$ cat config.mk
export PLATFORM = sky130hd
export DESIGN_NAME = multi_key_row_hash
export DESIGN_NICKNAME = d
export VERILOG_FILES = /design/src/design/mkrh_pkg.sv /design/src/design/multi_key_row_hash.sv /design/src/design/mkrh_mul.sv
export SDC_FILE = /design/constraint.sdc
export NUM_CORES = 1
export LEC_CHECK = 0
export ABC_AREA = 1
export CORE_ASPECT_RATIO = 1.25
export CORE_MARGIN = 10
export CORE_UTILIZATION = 60
export CTS_CLUSTER_DIAMETER = 100
export DETAILED_ROUTE_END_ITERATION = 10
export DONT_BUFFER_PORTS = 1
export HOLD_SLACK_MARGIN = 0.08
export MAX_ROUTING_LAYER = met4
export PLACE_DENSITY = 0.74
export SETUP_SLACK_MARGIN = 0.05
export SYNTH_ARGS = -nofsm -noshare
export SYNTH_HDL_FRONTEND = slang
export SYNTH_HIERARCHICAL = 1
export SYNTH_SLANG_ARGS = --single-unit
$ cat constraint.sdc
create_clock -name clock -period 20.4 [get_ports clock]
set_input_delay 2.04 -clock clock [delete_from_list [all_inputs] [get_ports clock]]
set_output_delay 2.04 -clock clock [all_outputs]
set_load 0.02 [all_outputs]
$ cat src/design/mkrh_pkg.sv
// Shared constants for the multi-key row hash: field widths, the murmur3
// finalizer multipliers and the hash-combine constant. No dependencies.
package mkrh_pkg;

   localparam int unsigned HASH_W      = 32;
   localparam int unsigned COUNT_W     = 5;
   localparam int unsigned POS_W       = 4;

   localparam logic [COUNT_W-1:0] KEY_COUNT_MAX   = 5'd16;
   localparam logic [COUNT_W-1:0] KEY_COUNT_RESET = 5'd1;

   localparam logic [HASH_W-1:0] FMIX_MUL1   = 32'h85eb_ca6b;
   localparam logic [HASH_W-1:0] FMIX_MUL2   = 32'hc2b2_ae35;
   localparam logic [HASH_W-1:0] COMBINE_ADD = 32'h9e37_79b9;

   typedef logic [HASH_W-1:0] word_type;

   // a ^ (b + golden + (a << 6) + (a >> 2)), mod 2^32
   function automatic word_type combine32(input word_type a, input word_type b);
      word_type t;
      t = b + COMBINE_ADD + (a << 6) + (a >> 2);
      return a ^ t;
   endfunction

endpackage

$ cat src/design/multi_key_row_hash.sv
// Top level of the multi-key row hash: sequencer, row state, output register.
// Depends on mkrh_pkg and mkrh_mul.
//
//  channel | ports                                            | direction
//  --------+--------------------------------------------------+----------
//  req     | req_valid/ready, key_value, key_null, row_selected | in
//  rsp     | rsp_valid/ready, row_hash, row_valid               | out
//  csr     | csr_valid/ready, csr_key_count                     | in
//
// A request whose row stays valid goes through accept, two passes through the
// one shared multiplier (the two finalizer multiplies), then the combine and
// update. A null or deselected key, or a key of a row already invalid, skips
// the multiplier. On the last key of a row the result waits in the output
// register; a new request is taken while it waits, but finishing the next
// row's last key stalls until the previous result is taken.
// Synchronous reset restores key_count to 1 and starts a fresh row.
module multi_key_row_hash (
   input  logic        clock,
   input  logic        reset,

   input  logic        req_valid,
   output logic        req_ready,
   input  logic signed [31:0] req_key_value,
   input  logic        req_key_null,
   input  logic        req_row_selected,

   output logic        rsp_valid,
   input  logic        rsp_ready,
   output logic [31:0] rsp_row_hash,
   output logic        rsp_row_valid,

   input  logic        csr_valid,
   output logic        csr_ready,
   input  logic [4:0]  csr_key_count
);

   typedef enum logic [1:0] {
      S_IDLE,
      S_MUL1,
      S_MUL2,
      S_FIN
   } state_type;

   state_type state_ff;

   // row state
   logic [mkrh_pkg::POS_W-1:0]   pos_ff;
   mkrh_pkg::word_type           running_ff;
   logic                         row_ok_ff;
   logic [mkrh_pkg::COUNT_W-1:0] key_count_ff;

   // per-request working registers
   mkrh_pkg::word_type mix_ff;
   logic               ok_ff;
   logic               last_ff;

   // output register
   logic               rsp_valid_ff;
   mkrh_pkg::word_type rsp_hash_ff;
   logic               rsp_ok_ff;

   logic [mkrh_pkg::COUNT_W-1:0] eff_count;
   logic [mkrh_pkg::COUNT_W-1:0] next_pos;
   logic                         ok_in;
   logic                         last_in;
   mkrh_pkg::word_type           key_word;
   mkrh_pkg::word_type           mix_in;

   mkrh_pkg::word_type mul_a;
   mkrh_pkg::word_type mul_b;
   mkrh_pkg::word_type product;
   logic               mul_enable;

   mkrh_pkg::word_type fmix_hash;
   mkrh_pkg::word_type running_in;
   logic               can_finish;
   logic               row_done;

   // --- accept side -------------------------------------------------------
   // Clamp the key count: zero counts as one, anything above sixteen saturates.
   always_comb begin
      if (key_count_ff == '0) begin
         eff_count = mkrh_pkg::COUNT_W'(1);
      end else if (key_count_ff > mkrh_pkg::KEY_COUNT_MAX) begin
         eff_count = mkrh_pkg::KEY_COUNT_MAX;
      end else begin
         eff_count = key_count_ff;
      end
   end

   assign next_pos = {1'b0, pos_ff} + mkrh_pkg::COUNT_W'(1);
   assign last_in  = next_pos >= eff_count;
   assign ok_in    = row_ok_ff & ~req_key_null & req_row_selected;
   assign key_word = mkrh_pkg::word_type'(req_key_value);
   assign mix_in   = key_word ^ (key_word >> 16);

   assign req_ready = (state_ff == S_IDLE);
   assign csr_ready = 1'b1;

   // --- shared multiplier -------------------------------------------------
   assign mul_enable = (state_ff == S_MUL1) || (state_ff == S_MUL2);

   always_comb begin
      if (state_ff == S_MUL2) begin
         mul_a = product ^ (product >> 13);
         mul_b = mkrh_pkg::FMIX_MUL2;
      end else begin
         mul_a = mix_ff;
         mul_b = mkrh_pkg::FMIX_MUL1;
      end
   end

   mkrh_mul u_mul (
      .clock     (clock),
      .enable    (mul_enable),
      .operand_a (mul_a),
      .operand_b (mul_b),
      .product   (product)
   );

   // --- finish step -------------------------------------------------------
   assign fmix_hash  = product ^ (product >> 16);
   assign running_in = (pos_ff == '0) ? fmix_hash
                                      : mkrh_pkg::combine32(running_ff, fmix_hash);

   // hold the last key of a row until the output register is free
   assign can_finish = !last_ff || !rsp_valid_ff || rsp_ready;
   assign row_done   = (state_ff == S_FIN) && can_finish && last_ff;

   always_ff @(posedge clock) begin
      if (reset) begin
         state_ff     <= S_IDLE;
         pos_ff       <= '0;
         running_ff   <= '0;
         row_ok_ff    <= 1'b1;
         key_count_ff <= mkrh_pkg::KEY_COUNT_RESET;
         mix_ff       <= '0;
         ok_ff        <= 1'b0;
         last_ff      <= 1'b0;
         rsp_valid_ff <= 1'b0;
         rsp_hash_ff  <= '0;
         rsp_ok_ff    <= 1'b0;
      end else begin
         if (csr_valid && csr_ready) begin
            key_count_ff <= csr_key_count;
         end

         // raise the result when a row closes, drop it once taken
         if (row_done) begin
            rsp_valid_ff <= 1'b1;
         end else if (rsp_valid_ff && rsp_ready) begin
            rsp_valid_ff <= 1'b0;
         end

         unique case (state_ff)
            S_IDLE: begin
               if (req_valid) begin
                  mix_ff   <= mix_in;
                  ok_ff    <= ok_in;
                  last_ff  <= last_in;
                  // skip the multiplies for a null or deselected key, or a row already invalid
                  state_ff <= ok_in ? S_MUL1 : S_FIN;
               end
            end
            S_MUL1: begin
               state_ff <= S_MUL2;
            end
            S_MUL2: begin
               state_ff <= S_FIN;
            end
            S_FIN: begin
               if (can_finish) begin
                  if (last_ff) begin
                     rsp_hash_ff  <= ok_ff ? running_in : '0;
                     rsp_ok_ff    <= ok_ff;
                     pos_ff       <= '0;
                     running_ff   <= '0;
                     row_ok_ff    <= 1'b1;
                  end else begin
                     pos_ff    <= next_pos[mkrh_pkg::POS_W-1:0];
                     row_ok_ff <= ok_ff;
                     if (ok_ff) begin
                        running_ff <= running_in;
                     end
                  end
                  state_ff <= S_IDLE;
               end
            end
            default: begin
               state_ff <= S_IDLE;
            end
         endcase
      end
   end

   assign rsp_valid     = rsp_valid_ff;
   assign rsp_row_hash  = rsp_hash_ff;
   assign rsp_row_valid = rsp_ok_ff;

endmodule

$ cat src/design/mkrh_mul.sv
// Shared 32x32 multiplier keeping the low 32 bits, product registered.
// Depends on mkrh_pkg.
module mkrh_mul (
   input  logic              clock,
   input  logic              enable,
   input  mkrh_pkg::word_type operand_a,
   input  mkrh_pkg::word_type operand_b,
   output mkrh_pkg::word_type product
);

   mkrh_pkg::word_type product_ff;
   mkrh_pkg::word_type product_in;

   // only the low word of the product is kept
   assign product_in = operand_a * operand_b;

   // hold the product while the sequencer is not multiplying
   always_ff @(posedge clock) begin
      if (enable) begin
         product_ff <= product_in;
      end
   end

   assign product = product_ff;

endmodule

# == Yosys cells after proc, flatten, opt, wreduce, memory -nomap -nowiden ==
# Cells that the tools add are included.
# Widths: inputs -> output; s select.
# op_classes
mul,1
n_eq_ne,5
n_bitwise,7
mux,16
reduce_logical,18
order_cmp,2
addsub,4
# ops
cell,count
$mux 32,5
$xor 32x16->32,2
$add 32x30->32,1
$add 32x32->32,1
$add 32x32->32 const B,1
$mul 32x32->32,1
$xor 32x19->32,1
$xor 32x32->32,1
$mux 31,1
$mux 5,2
$pmux 2 s4,1
$mux 2,3
$reduce_and 2->1,3
$reduce_and 3->1,2
$add 4x1->5 const B,1
$ge 5x5->1,1
$gt 5x5->1 const B,1
$logic_not 5->1,1
$eq 2x2->1 const B,2
$logic_not 4->1,1
$mux 4,1
$ne 2x2->1 const B,2
$reduce_bool 2->1,2
$logic_and 1x1->1,3
other kinds (7),13
# word_totals
output_inout_bits,36
ff_bits,144
elab_cells,65

# == Longest topological paths before layout ==
# Gate-level depths: netlist of the first run.
# logic_depth
word_depth,8
depth_mapped,37

# == Hierarchy ==
# Netlist of the first run, hierarchy kept.
# by_module_without_submodules
module,instances,cells_each,area_per_inst_um2
mkrh_mul,1,2340,17972.2
multi_key_row_hash,1,1314,8962.3

# == Worst setup path before layout of the first run ==
# OpenSTA, ideal clock, no wires.
# synth_timing
kind,register to register
from,register state_ff[0]
to,"register u_mul.product_ff[29], in the netlist u_mul/product[29] (data pin)"
path_buffers,3
t_required_ns,20.138
setup_slack_ns,12.479
setup_ns,0.262
stages_incl_launch_ff,32
arrival_ns,7.658
cell_sequence,dfxtp_1 > inv_1 > ha_1 > clkinv_1 > clkbuf_1 > buf_2 > clkbuf_1 > nand2_1 > inv_1 > fa_1 > fa_1 > fa_1 > inv_1 > fa_1 > inv_1 > fa_1 > inv_1 > fa_1 > inv_1 > fa_1 > fa_1 > ha_1 > nand2_1 > inv_1 > nand2_1 > nor3_1 > nand4_1 > nand3_1 > nand2_1 > nand3_1 > a21oi_1 > xor2_1
# synth_between
elab_chain_len,3
# synth_lines
item,line,text
"start, declared",multi_key_row_hash.sv:44,state_type state_ff;
"start signal, assigned",multi_key_row_hash.sv:162,state_ff <= ok_in ? S_MUL1 : S_FIN;
$eq 2x2->1,multi_key_row_hash.sv:104,if (state_ff == S_MUL2) begin
$mux 31,multi_key_row_hash.sv:104,
via mul_b[10],multi_key_row_hash.sv:70,mkrh_pkg::word_type mul_b;
$mul 32x32->32,mkrh_mul.sv:15,assign product_in = operand_a * operand_b;
via u_mul.product_in[29],mkrh_mul.sv:12,mkrh_pkg::word_type product_in;
"end signal, assigned",mkrh_mul.sv:20,product_ff <= product_in;
"end, declared",mkrh_mul.sv:11,mkrh_pkg::word_type product_ff;
# The timed path passes the listed nets, and every way through them passes these cells.
# A chain may end at the register's enable or synchronous reset.

# == Worst setup path in the final report of the first run ==
# layout_timing
from,register state_ff[0]
to,"register u_mul.product_ff[30], in the netlist u_mul/product[30] (data pin)"
# The elaborated chain is that of the path after synthesis.

==> flow_summary.toml, run 1 <==
[timing]
clock_skew_ns = 0.00824
tightest_slew_ns = 1.38
hold_viol = 0
timing.hold.ws_ns = 0.485
relSlewSlack_pct = 7.26
max_freq_ghz = 0.111
post-route-min-period_ns = 9.05
post-route-period-util_pct = 44.4
setup_violations = 0
setup_ws_ns = 11.35
rsz0062_at_grt = "false"
finalSetupTns_ns = 0
final_max_slew_viol_count = 0

[clock_network]
hold_buffers = 0
cts_tree = "built"
cts_max_level = 4
postCtsSetupRepairBufs = 0
cts_resized = 0
cts-root-buf = "clkbuf_16"
cts.path.max_buffers = 2
clkSinkCount = 144
clk_pin_slew_ns = 0.07
worstSkewPairLatency_ns = 0.45
cts_buffers = 17

[logic_synthesis]
synth_warnings = 6
yosysSeqAreaShare_pct = 11.9
async_flop_share_pct = 0
yosys-top-cells-count = "1019 x nand2_1, 999 x inv_1, 433 x fa_1, 199 x ha_1, 122 x nand3_1"
syn_area_um2 = 26900
synth-seq-cells = 144
yosys.area.top_type = "fa_1"
avgSynthCellArea_um2 = 7.37
synth_edf_count = 32
synthFlopType = "dfxtp_1"
ys_types = 53
synthDominantCellAreaShare_pct = 32.2
synth.most_common_cell = "nand2_1"
synth_area_leaders = "fa_1 32%, nand2_1 14%, inv_1 14%"
netlist_instances = 3654

[die]
core_area_um2 = 44200
fp.dieH_um = 257
die-area_um2 = 53800
die_w_um = 210
fp-row-count = 86
start_util_pct = 60.9
io_pins = 80

[place]
gp_congestion = 0.977
place_ws_ns = 11.42
port_buffers = 0
hpwl_mm = 57.4

[worst_setup_path]
arrival_ns = 9.25
critical_path.max_stage_delay_ns = 1.07
cp_max_fo = 109
crit_path_start_kind = "flip-flop"
reg2reg_slack_ns = 11.35
crit_top_cell = "fa_1"
critPathRequiredTime_ns = 20.60
path_delay_family = "adder cells"
path_buf_inv = 7
setup.worst_path.class = "flip-flop to flip-flop"
end_kind = "flip-flop"
cp_slowest_cell = "o21ai_1"

[global_routing]
globalRoute.totalOverflow = 0
grt_pass1_vias = 22527
busiest_layer = "met2"
track_usage_pct = 28.1
use_met2_pct = 47.9
use_met3_pct = 4.12
antenna_found_initial = 0
grt_max_degree = 110
globalRouteMet1Util_pct = 32.5
grt_pass1_wl_mm = 118

[drt]
drtAntennaViolNets = 0
vias = 21748
vias_per_cell = 5.19
dr.pass1.iters = 8
drt-total-wl_mm = 71.8
drt_iter0_markers = 1415
drc = 0
wire_per_inst_um = 17.1

[final_layout]
multi_input_area_um2 = 19500
fin_nets = 4284
diodes = 0
seq_area_um2 = 3200
fillers = 3923
syn_to_final_growth_pct = 4.18
fin_util_pct = 63.4
drive_gt1_share_pct = 4.34

[run]
drv_cap = 0

[min_path]
hold_path.class = "flip-flop to flip-flop"

[outcome]
status = "finished, final reports clean"
==> per-stage QoR <==
step | instance area [um^2] | std cells
2_1_floorplan | 27100 | 3701
3_3_place_gp | 27500 | 4161
3_5_place_dp | 27500 | 4161
4_1_cts | 28100 | 4193
5_1_grt | 28100 | 4193
6_report | 28100 | 4193
==> cells by family after synthesis <==
group / share of synthesized area [%]
flip-flops: 11.9
AO/OA/AOI/OAI: 5.23
other: 0.0279
AND/OR/NAND/NOR: 20.5
adder cells (fa/ha/maj): 41.4
buffers and inverters: 16.5
XOR/XNOR: 4.49
==> worst register-to-register path, stage by stage (launching register included) <==
cell      delay, ns
dfxtp_1        0.33
inv_1          0.12
ha_4           0.62
inv_6          0.45
buf_4          0.53
o21ai_1        1.08
nand2_1        0.13
inv_1          0.12
fa_1           0.41
inv_1          0.08
fa_1           0.43
fa_1           0.48
fa_1           0.55
inv_1          0.05
fa_1           0.47
fa_1           0.56
fa_1           0.43
fa_1           0.44
ha_1           0.42
nand2_1        0.11
nor2_1         0.11
inv_1          0.05
nor3_1         0.23
nand3_1        0.13
nand3_1        0.13
a21boi_2       0.10
o21bai_1       0.16
xor2_1         0.08
==> worst paths after layout <==
check	from	to	cells after the start
hold reg to reg	pos_ff[3]$_SDFFE_PP0P_	pos_ff[3]$_SDFFE_PP0P_	2
setup / recovery	state_ff[0]$_SDFFE_PP0P_	u_mul/product[30]$_DFFE_PP_	27
hold / removal	pos_ff[3]$_SDFFE_PP0P_	pos_ff[3]$_SDFFE_PP0P_	2
setup reg to reg	state_ff[0]$_SDFFE_PP0P_	u_mul/product[30]$_DFFE_PP_	27
==> layer usage <==
layer  part of all wire [%]  routed length (um)
met2                     50               36100
met5                      0                   0
met3                    6.3                4500
met4                    4.4                3180
met1                     39               28000
==> sequential cells by signal (all words and copies together), names as in the netlist <==
register       count
pos_ff             4
ok_ff              1
mix_ff            32
rsp_valid          1
key_count_ff       5
row_ok_ff          1
rsp_row_hash      32
u_mul/product     32
last_ff            1
state_ff           2
running_ff        32
rsp_row_valid      1
==> cell type report <==
type	instances	share of cell area (%)
clock buffer	19	1.58
tap	572	2.55
multi-input combinational	2409	69.6
clock inverter	13	0.535
inverter	1005	13.5
timing repair buffer	31	0.829
sequential	144	11.4
==> placed cells by master (no fill, tap or decap), types with 6 or more instances in the layout <==
master,n
nand2_1,1019
inv_1,999
fa_1,433
ha_1,198
nand3_1,122
dfxtp_1,112
nor2_1,102
o21ai_0,93
a21oi_1,88
xnor2_1,87
xor2_1,51
conb_1,49
edfxtp_1,32
buf_4,31
nand2_2,29
clkbuf_16,17
o21ai_2,15
nand3b_1,15
nand3_2,11
a21oi_2,10
nand4_1,10
o21bai_1,10
o21ai_1,9
a31oi_1,8
inv_6,7
nor2_2,6
a21o_1,6
Power of run 1 is left out: the tool's default activity adds up to more than one toggle a clock period on the data nets, which glitch-free logic cannot reach.
==> run 2: changes to the inputs <==
==> constraint.sdc (replaced) <==
create_clock -name clock -period 9.3 [get_ports clock]
set_input_delay 0.93 -clock clock [delete_from_list [all_inputs] [get_ports clock]]
set_output_delay 0.93 -clock clock [all_outputs]
set_load 0.02 [all_outputs]
==> run 2 against run 1 <==
  * Worst hold slack got worse by 0.0074 ns
  * Wire length rose by 1.5%
  * Non-clock buffer count increased by 11
  * Clock skew up 0.00068 ns
  * Flip-flop and latch count is the same
  * Cell area rose by 0.29%
  * Register-to-register slack worse by 10 ns
  * Setup slack worse by 10 ns
  * Largest cell class unchanged
==> flow_summary.toml, run 2 (synthesized netlist as in run 1, its figures left out) <==
[final_layout]
syn_to_final_growth_pct = 4.49
fillers = 3956
final_cell_mix = "1019 x nand2_1, 999 x inv_1, 433 x fa_1, 198 x ha_1, 122 x nand3_1"
fin_nets = 4295
seq_area_um2 = 3200
drive_gt1_share_pct = 4.63
final_common_cell = "nand2_1"
multi_input_area_um2 = 19500

[die]
io_pins = 80
start_util_pct = 60.9
die-area_um2 = 53800
die_w_um = 210
core_area_um2 = 44200
fp-row-count = 86
fp.dieH_um = 257

[place]
place_ws_ns = 1.12
port_buffers = 0
gp_congestion = 0.979
hpwl_mm = 58.6

[clock_network]
cts_tree = "built"
cts_buffers = 17
clk_pin_slew_ns = 0.07
cts_resized = 0
clkSinkCount = 144
worstSkewPairLatency_ns = 0.45
cts-root-buf = "clkbuf_16"
postCtsSetupRepairBufs = 0
cts_max_level = 4
cts.path.max_buffers = 2
hold_buffers = 0

[worst_setup_path]
cp_slowest_cell = "o21ai_2"
cp_max_fo = 71
crit_top_cell = "fa_1"
arrival_ns = 8.44
crit_path_start_kind = "flip-flop"
reg2reg_slack_ns = 1.05
critPathRequiredTime_ns = 9.49
setup.worst_path.class = "flip-flop to flip-flop"
end_kind = "flip-flop"
critical_path.max_stage_delay_ns = 0.70

[drt]
drt_iter0_markers = 1457
wire_per_inst_um = 17.3
drt-total-wl_mm = 72.9
dr.pass1.iters = 6
wl_met3_mm = 4.44
route.met2.wl_mm = 36.7
vias_per_cell = 5.21
drtAntennaViolNets = 0
vias = 21924
drc = 0
wl_met1_mm = 28.7
routed.top_layer = "met4"

[timing]
setup_violations = 0
post-route-min-period_ns = 8.25
rsz0062_at_grt = "false"
post-route-period-util_pct = 88.7
final_max_slew_viol_count = 0
tightest_slew_ns = 1.18
clock_skew_ns = 0.00892
relSlewSlack_pct = 21.2
finalSetupTns_ns = 0
max_freq_ghz = 0.121
hold_viol = 0
setup_ws_ns = 1.05

[global_routing]
globalRoute.totalOverflow = 0
track_usage_pct = 28.4
grt_pass1_wl_mm = 120
grt_pass1_vias = 22616
antenna_found_initial = 2
grt_max_degree = 84

[run]
drv_cap = 0

[min_path]
hold_path.class = "flip-flop to flip-flop"

[outcome]
status = "finished, final reports clean"
[run 2: worst paths after layout]
kind,end,cells after the start,start
worst max-delay path,u_mul/product[29]$_DFFE_PP_,28,state_ff[0]$_SDFFE_PP0P_
worst min-delay path,row_ok_ff$_SDFFE_PP1P_,2,row_ok_ff$_SDFFE_PP1P_
worst max register to register,u_mul/product[29]$_DFFE_PP_,28,state_ff[0]$_SDFFE_PP0P_
worst min register to register,row_ok_ff$_SDFFE_PP1P_,2,row_ok_ff$_SDFFE_PP1P_
[run 2: worst max-delay path, delay by kind of cell (launching register included)]
kind	cells	cell delay, ns
compound gates	2	0.82
xor+xnor	1	0.16
fa+ha+maj	10	4.61
buf+inv	7	1.04
flops	1	0.33
simple gates	8	0.94
[run 2: layer usage]
layer	up-vias	track usage [%]
met2	761	48.9
met4	0	11.3
met5	-	-
li1	10444	-
met3	165	3.41
met1	10554	33.2
[run 2: final cells by class]
type                    count  area share, %
clock buffers              17           1.51
multi-input cells        2409           69.4
diodes                      2         0.0178
repair buffers             42           1.12
inverters                1005           13.4
well taps                 572           2.54
flip-flops and latches    144           11.4
clock inverters            15          0.582
[run 2: stage by stage]
stage                     hold WS [ns]  cell area [um^2]  util, %  cells
final                            0.478             28100     63.6   4206
after global routing             0.509             28100     63.6   4206
after CTS                        0.484             28100     63.6   4204
after global placement           0.460             27500     62.3   4172
after detailed placement         0.473             27500     62.3   4172
after floorplan                  0.447             27100        -   3701
Power of run 2 is left out for the same reason.
